[config.mk]
export PLATFORM = sky130hd
export DESIGN_NAME = avgp_ctrl
export DESIGN_NICKNAME = d
export VERILOG_FILES = /design/src/sv/avgp_pkg.sv /design/src/sv/avgp_ctrl.sv
export VERILOG_INCLUDE_DIRS = /design/src /design/src/sv
export SDC_FILE = /design/constraint.sdc
export NUM_CORES = 1
export LEC_CHECK = 0
export ABC_AREA = 0
export BUFFER_PORTS_ARGS = -buffer_cell sky130_fd_sc_hd__buf_2
export CORE_AREA = 2 2 39 41
export CTS_CLUSTER_SIZE = 30
export DETAILED_ROUTE_END_ITERATION = 8
export DIE_AREA = 0 0 41 43
export GPL_TIMING_DRIVEN = 1
export PLACE_DENSITY = 0.42
export REMOVE_ABC_BUFFERS = 1
export SETUP_SLACK_MARGIN = 0.02
export SYNTH_ARGS = -nofsm -noshare
export SYNTH_HDL_FRONTEND = slang
export SYNTH_SLANG_ARGS = --single-unit
[constraint.sdc]
create_clock -name i_clk -period 1.5 [get_ports i_clk]
set_input_delay 0.3 -clock i_clk [delete_from_list [all_inputs] [get_ports i_clk]]
set_output_delay 0.3 -clock i_clk [all_outputs]
set_load 0.03 [all_outputs]
[src/sv/avg_pool_2d_stream_defines.svh]
// Assertion macros shared by the average pooling block.
`ifndef AVG_POOL_2D_STREAM_DEFINES_SVH
`define AVG_POOL_2D_STREAM_DEFINES_SVH
`ifndef SYNTHESIS
// same-cycle implication, checked outside reset
`define AVGP_ASSERT_IMPL(name, cond, conseq) \
    name: assert property (@(posedge i_clk) disable iff (!i_rst_n) (cond) |-> (conseq)) \
        else $error("avgp: same-cycle check failed");
// next-cycle implication, checked outside reset
`define AVGP_ASSERT_NEXT(name, cond, conseq) \
    name: assert property (@(posedge i_clk) disable iff (!i_rst_n) (cond) |=> (conseq)) \
        else $error("avgp: next-cycle check failed");
`else
`define AVGP_ASSERT_IMPL(name, cond, conseq)
`define AVGP_ASSERT_NEXT(name, cond, conseq)
`endif
`endif

[src/sv/avgp_pkg.sv]
// Shared types and constants of the average pooling block.
package avgp_pkg;

    // defaults for the top-level parameters
    localparam int DEF_MAX_WIDTH   = 256;
    localparam int DEF_MAX_KERNEL  = 16;
    localparam int DEF_SAMPLE_BITS = 16;

    // configuration port
    localparam int REG_IDX_W      = 2;
    localparam int CFG_DATA_W     = 11;
    localparam int CFG_WIDTH_BITS  = 9;
    localparam int CFG_KERNEL_BITS = 5;
    localparam int CFG_CHAN_BITS   = 11;

    localparam logic [CFG_WIDTH_BITS-1:0]  RST_INPUT_WIDTH   = 9'd8;
    localparam logic [CFG_KERNEL_BITS-1:0] RST_KERNEL_SIZE   = 5'd2;
    localparam logic [CFG_CHAN_BITS-1:0]   RST_CHANNEL_COUNT = 11'd1;

    localparam int MAX_CHANNELS = 1024;
    localparam int CHAN_IDX_W   = 10;

    typedef enum logic [REG_IDX_W-1:0] {
        REG_INPUT_WIDTH   = 2'd0,
        REG_KERNEL_SIZE   = 2'd1,
        REG_CHANNEL_COUNT = 2'd2
    } t_reg_idx;

    // controller -> datapath
    typedef struct packed {
        logic accept;      // sample transfer this cycle
        logic accumulate;  // read data is back, update the column sum
        logic start_div;   // window complete, start the mean division
        logic load_out;    // quotient ready, load the output register
    } t_ctrl_cmd;

    // datapath -> controller
    typedef struct packed {
        logic emit;        // latched sample closes a window
        logic div_busy;
        logic out_free;    // output register can take a new result
    } t_ctrl_stat;

endpackage

[src/sv/avgp_ctrl.sv]
// Controller state machine: sample intake, accumulate, divide, hand off.
`include "avg_pool_2d_stream_defines.svh"
module avgp_ctrl (
    input  logic                   i_clk,
    input  logic                   i_rst_n,
    input  logic                   i_s_tvalid,
    output logic                   o_s_tready,
    input  avgp_pkg::t_ctrl_stat   i_stat,
    output avgp_pkg::t_ctrl_cmd    o_cmd
);

    typedef enum logic [1:0] {
        S_IDLE,
        S_ACC,
        S_DIV
    } t_state;

    t_state r_state;
    logic   r_in_ready;

    // commands decoded from state
    always_comb begin
        o_cmd.accept     = r_in_ready & i_s_tvalid;
        o_cmd.accumulate = (r_state == S_ACC);
        o_cmd.start_div  = (r_state == S_ACC) & i_stat.emit;
        o_cmd.load_out   = (r_state == S_DIV) & !i_stat.div_busy & i_stat.out_free;
    end

    assign o_s_tready = r_in_ready;

    // state and ready
    always_ff @(posedge i_clk) begin
        if (!i_rst_n) begin
            r_state    <= S_IDLE;
            r_in_ready <= 1'b0;
        end else begin
            case (r_state)
                S_IDLE: begin
                    if (o_cmd.accept) begin
                        r_state    <= S_ACC;
                        r_in_ready <= 1'b0;
                    end else begin
                        r_in_ready <= 1'b1;
                    end
                end
                S_ACC: begin
                    if (i_stat.emit) begin
                        r_state <= S_DIV;
                    end else begin
                        r_state    <= S_IDLE;
                        r_in_ready <= 1'b1;
                    end
                end
                S_DIV: begin
                    if (o_cmd.load_out) begin
                        r_state    <= S_IDLE;
                        r_in_ready <= 1'b1;
                    end
                end
                default: begin
                    r_state    <= S_IDLE;
                    r_in_ready <= 1'b0;
                end
            endcase
        end
    end

    `AVGP_ASSERT_NEXT(a_accept_to_acc, o_cmd.accept, r_state == S_ACC && !r_in_ready)
    `AVGP_ASSERT_NEXT(a_start_sets_busy, o_cmd.start_div, i_stat.div_busy)
    `AVGP_ASSERT_IMPL(a_ready_only_idle, r_state != S_IDLE, !r_in_ready)

endmodule

Word-level counts from Yosys, hierarchy flattened
Index checks and enable logic that the tools add are counted.
W data, S select, Z words.
{"block": "classes", "reduce_logical": 4, "add_sub_neg": 0, "eq_ne": 5, "muxes": 8, "bitwise_logic": 4, "div_mod_pow": 0, "shifts": 0, "order_cmp": 0, "multipliers": 0}
{"cell": "$mux W2", "count": 3}
{"cell": "$ne A2 B2 Y1 const B", "count": 3}
{"cell": "$pmux W2 S3", "count": 1}
{"cell": "$and A1 B1 Y1", "count": 4}
{"cell": "$reduce_and A2 Y1", "count": 2}
{"cell": "$mux W1", "count": 3}
{"cell": "$pmux W1 S3", "count": 1}
{"cell": "$eq A2 B1 Y1 const B", "count": 1}
{"cell": "$eq A2 B2 Y1 const B", "count": 1}
{"cell": "$logic_not A2 Y1", "count": 1}
{"cell": "$logic_not A1 Y1", "count": 1}
{"block": "word_totals", "mem_bits_rw": 0, "regBits": 3, "rom_bits": 0, "inputBits": 6, "wordCells": 23, "n_memories": 0, "out_inout_bits": 5, "latch_bits": 0}

Depth between registers and ports, before layout
Gate-level depths: netlist of the first run.
{"block": "logic_depth", "depth_word": 5, "ltp_mapped": 5, "mapped_depth_nobuf": 5}

Least setup slack after synthesis of the first run
Ideal clock, no wire load.
{"block": "synth_path", "path_kind": "register to register", "from": "reg r_state[1]", "to": "reg r_in_ready, in the netlist o_s_tready", "path_stages_with_launch": 6, "path_slack_ns": -0.073, "t_arrival_ns": 1.500, "setup_time_ns": 0.073, "synth_period_minus_slack_ns": 1.573, "n_path_buf": 0, "required_time_ns": 1.427, "path_cell_list": "dfxtp_1 inv_1 ha_1 and2_1 a2111o_1 o211ai_2"}
{"element": "from (decl)", "line_no": "avgp_ctrl.sv:18", "source": "t_state r_state;"}
{"element": "from (signal assigned)", "line_no": "avgp_ctrl.sv:34", "source": "r_state <= S_IDLE;"}
{"element": "from (signal assigned)", "line_no": "avgp_ctrl.sv:40", "source": "r_state <= S_ACC;"}
{"element": "from (signal assigned)", "line_no": "avgp_ctrl.sv:48", "source": "r_state <= S_DIV;"}
{"element": "to (signal assigned)", "line_no": "avgp_ctrl.sv:35", "source": "r_in_ready <= 1'b0;"}
{"element": "to (signal assigned)", "line_no": "avgp_ctrl.sv:41", "source": "r_in_ready <= 1'b0;"}
{"element": "to (signal assigned)", "line_no": "avgp_ctrl.sv:43", "source": "r_in_ready <= 1'b1;"}
{"element": "to (decl)", "line_no": "avgp_ctrl.sv:19", "source": "logic r_in_ready;"}

==> results.md, run 1 <==
- Clk pin slew, worst setup/hold paths: 40 ps
- CORE AREA: 1380 um2
- Synth Register Bits: 3
- Period utilisation layout: 94.3%
- Final Core Density: 27.9%
- TritonCTS buffer count: 3
- CP Launch Point: r_state[1]
- Worst slew margin: 78.5%
- Total die area: 1760 um2
- Hold path start: i_rst_n
- Via count: 237
- Initial antenna violation count: 0
- HP Class: input pin to flop
- Worst endpoint required time: 1200 ps
- Status: completed
- Main flop type after synthesis: dfxtp_1
- Mapped cell area: 251 um2
- Die X: 41 um
- Starting Density: 18.2%
- Arrival time worst endpoint: 1110 ps
- P per Cell Area: 1470 nW/um2
- Setup violators final: 0
- Io pins: 11
- Worst-margin pin slew: 322 ps
- Setup CP Type: flop to primary output
- Maximum vdd ir drop: 0.486 mV
- Placed wire-length estimate: 414 um
- Clock root buffer: clkbuf_4
- Worst-path fanout max: 4
- Nets: 56
- Worst-path cell chain: inv_2 > ha_2 > and2_4 > buf_6
- Die H: 43 um
- Area after DPL: 322 um2
- Synth-to-layout area growth: 53.7%
- First-pass GRT wire length: 800 um
- RePlAce Congestion: 0.644
- Layout filler cell count: 168
- Yosys warnings: 0
- Post-synth EDFFs: 0
- Routed WL per cell: 8.77 um
- Grt total ovfl: 0
- Slew Viols, Final: 0
- Layout cells sized above 1: 54.5%
- Slowest Stage Delay on Critical Path: 360 ps
- Gr usage total: 6.93%
- Max Root-Sink Buffers: 2
- DR iter-0 viols: 0
- TritonCTS clock tree: yes
- H-tree Lvls: 1
- RSZ-0062 raised after global routing: false
- Site Rows: 14
- Yosys top cell by area: ha_1
- Vias in the first global route: 194
- DR pass1 iterations: 1
- RR Startpoint: r_state[1]
- Synth cell count leaders: ha_1 (5), nand2_1 (5), inv_1 (4), dfxtp_1 (3), mux2i_1 (2)
- Slowest CP cell: dfxtp_4
- Largest net degree at the start of global routing: 8
- MaxCap Viol Count: 0
- Fmax: 707 MHz
- # DRC: 0
- Final Hold Fails: 0
- Main area contributors after synthesis: ha_1 (25%), dfxtp_1 (24%), mux2i_1 (8.0%), nand2_1 (7.5%), inv_1 (6.0%)
- Gate Count Post-Synth: 29
- N_diodes: 0
- Asr flop ratio synth: 0%
- Via density per instance: 3.95
- Period minus WS final: 1410 ps
- Post-route ant nets: 0
- Synthesized area per cell: 8.67 um2
- Clock sinks: 3
- Worst skew pair latency: 230 ps
- Worst clock skew: 1.54 ps
- Seq/Total Area, Yosys: 23.9%
- Post-synth top area share: 24.9%
- WL final: 526 um
- Startpoint types: flop
- Static leakage: 0.000192 uW
- Worst setup EP type: primary output
- Port bufs: 10
- Post-route cell area: 387 um2
- Netlist cell types: 15
[flip-flops by register name, indices dropped and copies added (netlist names)]
| register | flops |
|---|---|
| o_s_tready | 1 |
| r_state | 2 |
[final timing paths]
check | to | slack [ps] | cells after the start
worst max-delay path | o_cmd[1] | 90 | 4
worst min-delay path | r_state[1] | 380 | 3
worst max register to register | o_s_tready | 260 | 5
worst min register to register | r_state[0] | 490 | 2
[critical path, delay by kind of cell (launching register included)]
family	cells	cell delay (ps)
fa+ha+maj	1	160
buf+inv	2	180
flops	1	360
simple gates	1	170
[layout make-up]
class / instances / area, um2 / share of cell area, %
Sequential cell: 3 / 65.1 / 16.8
Inverter: 5 / 18.8 / 4.85
Multi-Input combinational cell: 21 / 190 / 49.2
Clock buffer: 4 / 26.3 / 6.80
Timing Repair Buffer: 11 / 66.3 / 17.2
Tap cell: 16 / 20.0 / 5.18
[what timing repair did]
item	CTS	global route
setup endpoints to repair	2	2
hold buffers	0	0
pin swaps	0	1
gates resized for setup	6	6
setup buffers	1	0
[per-layer routing]
metal	GRT usage [%]	part of all wire, %
met4	4.00	0
met2	7.81	42
met5	0	0
met1	9.32	51
met3	4.71	6.1
[per-stage QoR]
stage / TNS, ps / std cells / power [uW] / setup WS (ps) / hold slack (ps)
floorplan: -73.0 / 29 / 334 / -73.0 / 442
global placement: 0 / 55 / 404 / 130 / 504
detailed placement: 0 / 55 / 403 / 126 / 504
CTS: 0 / 60 / 566 / 18.5 / 379
global route: 0 / 60 / 627 / 33.3 / 380
finish: 0 / 60 / 569 / 85.1 / 380
[cell usage in the layout, fill, tap and decap left out]
master    synthesis  routed
ha_2              0       1
nand2_1           5       5
inv_2             1       3
buf_4             0       2
mux2i_1           2       2
nand2b_4          1       1
nor2_1            1       1
a22oi_1           1       1
inv_1             4       2
buf_2             0       8
a2111o_1          1       1
and2_4            0       1
o211ai_2          1       1
ha_1              5       3
nand3_1           1       1
clkbuf_1          0       1
ha_4              0       1
buf_6             0       1
nand4_1           1       1
dfxtp_4           0       1
dfxtp_1           3       1
dfxtp_2           0       1
clkbuf_4          0       3
a21oi_1           1       1
[report_power, final]
part,internal (uW),switching (uW)
clock network,99.4,38.0
registers,110,30.2
logic,119,172
[kinds of logic (layout without fill, tap and decap cells)]
family,Yosys count,in the layout,share of synthesized area (%)
compound gates,4,4,14.4
simple gates,10,10,21.4
fa+ha+maj,5,5,24.9
mux,2,2,7.96
flops,3,3,23.9
buf+inv,5,20,7.46
Power figures use the tool's default switching activity.
==> run 2, diff against run 1 <==
--- a/config.mk
+++ b/config.mk
@@ -13,9 +13,9 @@
 export DETAILED_ROUTE_END_ITERATION = 8
 export DIE_AREA = 0 0 41 43
 export GPL_TIMING_DRIVEN = 1
-export PLACE_DENSITY = 0.42
+export PLACE_DENSITY = 0.46
 export REMOVE_ABC_BUFFERS = 1
-export SETUP_SLACK_MARGIN = 0.02
+export SETUP_SLACK_MARGIN = 0.5
 export SYNTH_ARGS = -nofsm -noshare
 export SYNTH_HDL_FRONTEND = slang
 export SYNTH_SLANG_ARGS = --single-unit
==> run 2 against run 1 <==
  * Power grew 29%
  * Sequential power is 14% higher
  * Worst setup slack gained 67 ps
  * Die area did not move
  * Routed wire length increased by 18%
  * Largest cell class unchanged
  * Largest power group unchanged
==> results.md, run 2 (synthesized netlist as in run 1, its figures left out) <==
- Status: completed
- Worst slew margin: 84.9% (+6.4 points)
- Setup violators final: 0 (unchanged)
- RSZ-0062 raised after global routing: true
- Clock root buffer: clkbuf_4
- Final Hold Fails: 0 (unchanged)
- Fin Setup TNS: 0 ps (unchanged)
- Grt total ovfl: 0 (unchanged)
- Largest net degree at the start of global routing: 8 (unchanged)
- Io pins: 11 (unchanged)
- Period minus WS final: 1350 ps (-67.3 ps)
- Startpoint types: flop
- Initial antenna violation count: 0 (unchanged)
- Commonest cells after routing, fill and taps aside: buf_6 (7), buf_4 (6), buf_2 (5), inv_2 (4), nand2_1 (4)
- Worst setup EP type: primary output
- MaxCap Viol Count: 0 (unchanged)
- Via count: 280 (+18%)
- Worst-margin pin slew: 226 ps (-95.8 ps)
- TritonCTS buffer count: 3 (unchanged)
- Final WS setup: 152 ps (+67.3 ps)
- Hold_buf cts: 0 (unchanged)
- Slew Viols, Final: 0 (unchanged)
- Largest reg by FF count: r_state
- RePlAce Congestion: 0.634 (-1.6%)
- HP Class: input pin to flop
- # DRC: 0 (unchanged)
- Port bufs: 10 (unchanged)
- Vias in the first global route: 300 (+55%)
- Layout cells sized above 1: 72.5% (+18 points)
- WL final: 619 um (+18%)
- DR iter-0 viols: 2 (+2)
- First-pass GRT wire length: 1.04 mm (+29%)
- Clock sinks: 3 (unchanged)
- DP Worst Slack: 141 ps (+15.4 ps)
- Period utilisation layout: 89.8% (-4.5 points)
- Critical path buffers and inverters: 2 (unchanged)
- Most common cell after layout, fill and taps aside: buf_6
- Top Family by Delay on Critical Path: flip-flops
- TritonCTS clock tree: yes
- Placed wire-length estimate: 432 um (+4.5%)
- Die H: 43 um (unchanged)
- Layout filler cell count: 148 (-12%)
- Arrival time worst endpoint: 1050 ps (-60 ps)
- Setup CP Type: flop to primary output
- Synth-to-layout area growth: 99.0%
- Worst endpoint required time: 1200 ps (about the same)
- Max FFs per register: 2 (unchanged)
- Worst-path fanout max: 3 (-1)
- Die X: 41 um (unchanged)
- N_diodes: 0 (unchanged)
- H-tree Lvls: 1 (unchanged)
- Gr usage total: 8.83% (+1.9 points)
- CORE AREA: 1380 um2 (unchanged)
- Starting Density: 18.2% (unchanged)
- Worst skew pair latency: 230 ps (about the same)
- Slowest CP cell: dfxtp_4
- Nets: 63 (+13%)
- Total die area: 1760 um2 (unchanged)
- Worst clock skew: 3.29 ps (+1.75 ps)
- Via density per instance: 4.18 (+5.8%)
- Max Root-Sink Buffers: 2 (unchanged)
- Slowest Stage Delay on Critical Path: 350 ps (about the same)
- Static leakage: 0.000243 uW (+26%)
- P per Cell Area: 1460 nW/um2 (-0.51%)
- Routed WL per cell: 9.24 um (+5.4%)
- Total power: 732 uW (+29%)
- Post-route ant nets: 0 (unchanged)
- Site Rows: 14 (unchanged)
- Worst-path cell chain: inv_2 > ha_4 > and2_4 > buf_6
- Clk pin slew, worst setup/hold paths: 40 ps (about the same)
- DR pass1 iterations: 2 (+1)
- Fmax: 742 MHz (+5.0%)
- Maximum vdd ir drop: 0.442 mV (-9.1%)
[run 2: cell types whose count changed in the layout (fill, tap and decap cells not counted), moves of 2 or more]
cell,change
inv_1,-2
buf_6,+6
buf_4,+4
buf_2,-3
[run 2: routing by layer]
| layer | global-route usage, % | vias to the layer above | wire length [um] |
|---|---|---|---|
| met5 | 0 | - | 0 |
| met4 | 6.00 | 0 | 7 |
| met3 | 3.14 | 2 | 40 |
| met2 | 16.3 | 10 | 324 |
| li1 | - | 141 | - |
| met1 | 6.73 | 127 | 248 |
[run 2: timing repair]
item	in CTS	in global routing
setup endpoints to repair	8	8
gates resized for setup	22	9
hold endpoints to repair	0	0
buffers inserted	6	2
pin swaps	3	0
gates cloned	0	0
[run 2: worst paths after layout]
kind / cells past startpoint / from / slack (ps) / end
worst min register to register: 2 / r_state[0] / 520 / r_state[0]
worst max register to register: 6 / r_state[1] / 170 / o_s_tready
worst max-delay path: 4 / r_state[1] / 150 / o_cmd[1]
worst min-delay path: 3 / i_rst_n / 380 / r_state[1]
[run 2: report_power, final]
part           internal [uW]  leakage (uW)  switching [uW]  total [uW]
sequential               116     0.0000264            42.5         159
combinational            230      0.000202             206         436
clock                   99.5     0.0000150            38.2         138
[run 2: area by class of cell]
type | count | area (um2) | share of cell area, %
Multi-Input combinational cell | 21 | 215 | 43.0
Timing Repair Buffer | 18 | 149 | 29.8
Sequential cell | 3 | 68.8 | 13.8
Clock buffer | 4 | 26.3 | 5.25
Inverter | 5 | 21.3 | 4.25
Tap cell | 16 | 20.0 | 4.00
[run 2: tightest hold or removal path, stage by stage]
cell and delay, ps:
buf_2 140, nand2_1 60, mux2i_1 50
[run 2: metrics by stage]
stage               instances  instance area, um2  util, %  hold slack (ps)
floorplan                  29                 251        -              442
global placement           55                 322     23.2              493
detailed placement         55                 322     23.2              492
CTS                        65                 447     32.3              371
global route               67                 500     36.2              412
finish                     67                 500     36.2              379
==> run 3, diff against run 2 <==
--- a/config.mk
+++ b/config.mk
@@ -14,6 +14,7 @@
 export DIE_AREA = 0 0 41 43
 export GPL_TIMING_DRIVEN = 1
 export PLACE_DENSITY = 0.46
+export RECOVER_POWER = 50
 export REMOVE_ABC_BUFFERS = 1
 export SETUP_SLACK_MARGIN = 0.5
 export SYNTH_ARGS = -nofsm -noshare
==> run 3 against run 2 <==
  * Clock-buffer cell count did not move
  * Flip-flop and latch count did not move
  * Combinational power fell by 3%
  * Clock skew did not move
  * Clock power barely moved
  * Sequential power fell by 6%
  * Critical path type unchanged
  * Largest cell class unchanged
==> results.md, run 3 (synthesized netlist as in run 1, its figures left out) <==
- Status: completed
- Post-route ant nets: 0 (unchanged)
- DR iter-0 viols: 1 (-1)
- Startpoint types: flop
- RePlAce Congestion: 0.634 (unchanged)
- Largest net degree at the start of global routing: 8 (unchanged)
- Total die area: 1760 um2 (unchanged)
- Max Root-Sink Buffers: 2 (unchanged)
- Period utilisation layout: 89.8% (about the same)
- Largest reg by FF count: r_state
- Routed WL per cell: 9.21 um (-0.32%)
- Starting Density: 18.2% (unchanged)
- Fmax: 742 MHz (about the same)
- Worst endpoint required time: 1200 ps (about the same)
- Worst setup EP type: primary output
- Final WS setup: 152 ps (-0.0550 ps)
- Via count: 280 (unchanged)
- MaxCap Viol Count: 0 (unchanged)
- WL final: 617 um (-0.32%)
- Setup CP Type: flop to primary output
- Site Rows: 14 (unchanged)
- Worst-path cell chain: inv_2 > ha_4 > and2_4 > buf_6
- R2R cell count: 5 (-1)
- TritonCTS buffer count: 3 (unchanged)
- Final Hold Fails: 0 (unchanged)
- Vias in the first global route: 300 (unchanged)
- Area after DPL: 322 um2 (unchanged)
- N_diodes: 0 (unchanged)
- Worst skew pair latency: 230 ps (about the same)
- Clk pin slew, worst setup/hold paths: 40 ps (about the same)
- Initial antenna violation count: 0 (unchanged)
- Final Core Density: 35.2% (-0.99 points)
- Hold path start: i_rst_n
- Worst-margin pin slew: 337 ps (+111 ps)
- RR Startpoint: r_state[1]
- Period minus WS final: 1350 ps (+0.0550 ps)
- FF-to-FF End: r_state[0]
- Critical path buffers and inverters: 2 (unchanged)
- Maximum vdd ir drop: 0.440 mV (-0.38%)
- Fin Setup TNS: 0 ps (unchanged)
- DP Worst Slack: 141 ps (unchanged)
- Worst clock skew: 3.29 ps (unchanged)
- CORE AREA: 1380 um2 (unchanged)
- Via density per instance: 4.18 (unchanged)
- Clock root buffer: clkbuf_4
- CP Launch Point: r_state[1]
- Max FFs per register: 2 (unchanged)
- P per Cell Area: 1450 nW/um2 (-0.61%)
- Synth-to-layout area growth: 93.5%
- Setup violators final: 0 (unchanged)
- Slew Viols, Final: 0 (unchanged)
- Die H: 43 um (unchanged)
- Static leakage: 0.000236 uW (-2.8%)
- Top Family by Delay on Critical Path: flip-flops
- Nets: 63 (unchanged)
- Die X: 41 um (unchanged)
- Worst-path fanout max: 3 (unchanged)
- HP Class: input pin to flop
- Layout filler cell count: 149 (+0.68%)
- Gr usage total: 8.83% (unchanged)
- Io pins: 11 (unchanged)
- Worst slew margin: 77.5% (-7.4 points)
- Layout cells sized above 1: 66.7% (-5.9 points)
- Stages on worst setup path: 4 (unchanged)
- Arrival time worst endpoint: 1050 ps (about the same)
- WHS Path Cells: 3 (unchanged)
- Endpoint of the worst hold path: r_state[1]
- Hold_ws: 379 ps (-0.136 ps)
- RSZ-0062 raised after global routing: true
- Commonest cells after routing, fill and taps aside: buf_6 (7), buf_4 (6), nand2_1 (5), buf_2 (5), inv_2 (4)
- H-tree Lvls: 1 (unchanged)
- # DRC: 0 (unchanged)
- Placed wire-length estimate: 432 um (unchanged)
- Slowest Stage Delay on Critical Path: 350 ps (about the same)
- Slowest CP cell: dfxtp_4
- Grt total ovfl: 0 (unchanged)
- DR pass1 iterations: 2 (unchanged)
- TritonCTS clock tree: yes
- Setup slack, reg-to-reg: 170 ps (about the same)
- Most common cell after layout, fill and taps aside: buf_6
- Clock sinks: 3 (unchanged)
- Post-route cell area: 487 um2 (-2.7%)
- Port bufs: 10 (unchanged)
- First-pass GRT wire length: 1.04 mm (unchanged)
## run 3: cell counts in the layout (fill, tap and decap cells not counted)
Identical to the previous run, type by type.
## run 3: worst max-delay path by stage
stage	slack, ps	end
floorplan	-70	o_s_tready
global placement	160	r_state[1]
detailed placement	140	o_s_tready
CTS	120	o_cmd[0]
global route	60	r_state[1]
finish	150	o_cmd[1]
## run 3: final cells by class
cell class	instances	area [um2]	area share, %
Clock buffer	4	26.3	5.40
Tap cell	16	20.0	4.11
Sequential cell	3	67.6	13.9
Timing Repair Buffer	18	149	30.6
Multi-Input combinational cell	21	203	41.6
Inverter	5	21.3	4.37
## run 3: stage by stage
| step | power (uW) | instances |
|---|---|---|
| after global routing | 765 | 67 |
| after global placement | 404 | 55 |
| final | 708 | 67 |
| after detailed placement | 400 | 55 |
| after floorplan | 334 | 29 |
| after CTS | 661 | 65 |
## run 3: tightest hold or removal path, cell delays in order
cell	delay, ps
buf_2	140
nand2_1	60
mux2i_1	50
## run 3: timing repair
action,CTS,global route
setup buffers,6,2
gates resized for setup,22,9
endpoints found under the setup margin,8,8
hold buffers,0,0
pin swaps,3,0
## run 3: power breakdown
| part | leakage (uW) | switching (uW) | total, uW | internal (uW) |
|---|---|---|---|---|
| clock network | 0.0000150 | 38.2 | 138 | 99.5 |
| logic | 0.000195 | 201 | 421 | 219 |
| registers | 0.0000262 | 36.2 | 149 | 113 |
## run 3: per-layer routing
| layer | track usage (%) | wire length [um] | vias up |
|---|---|---|---|
| met3 | 3.14 | 44 | 2 |
| li1 | - | - | 141 |
| met2 | 16.3 | 324 | 10 |
| met1 | 6.73 | 241 | 127 |
| met5 | 0 | 0 | - |
| met4 | 6.00 | 7 | 0 |
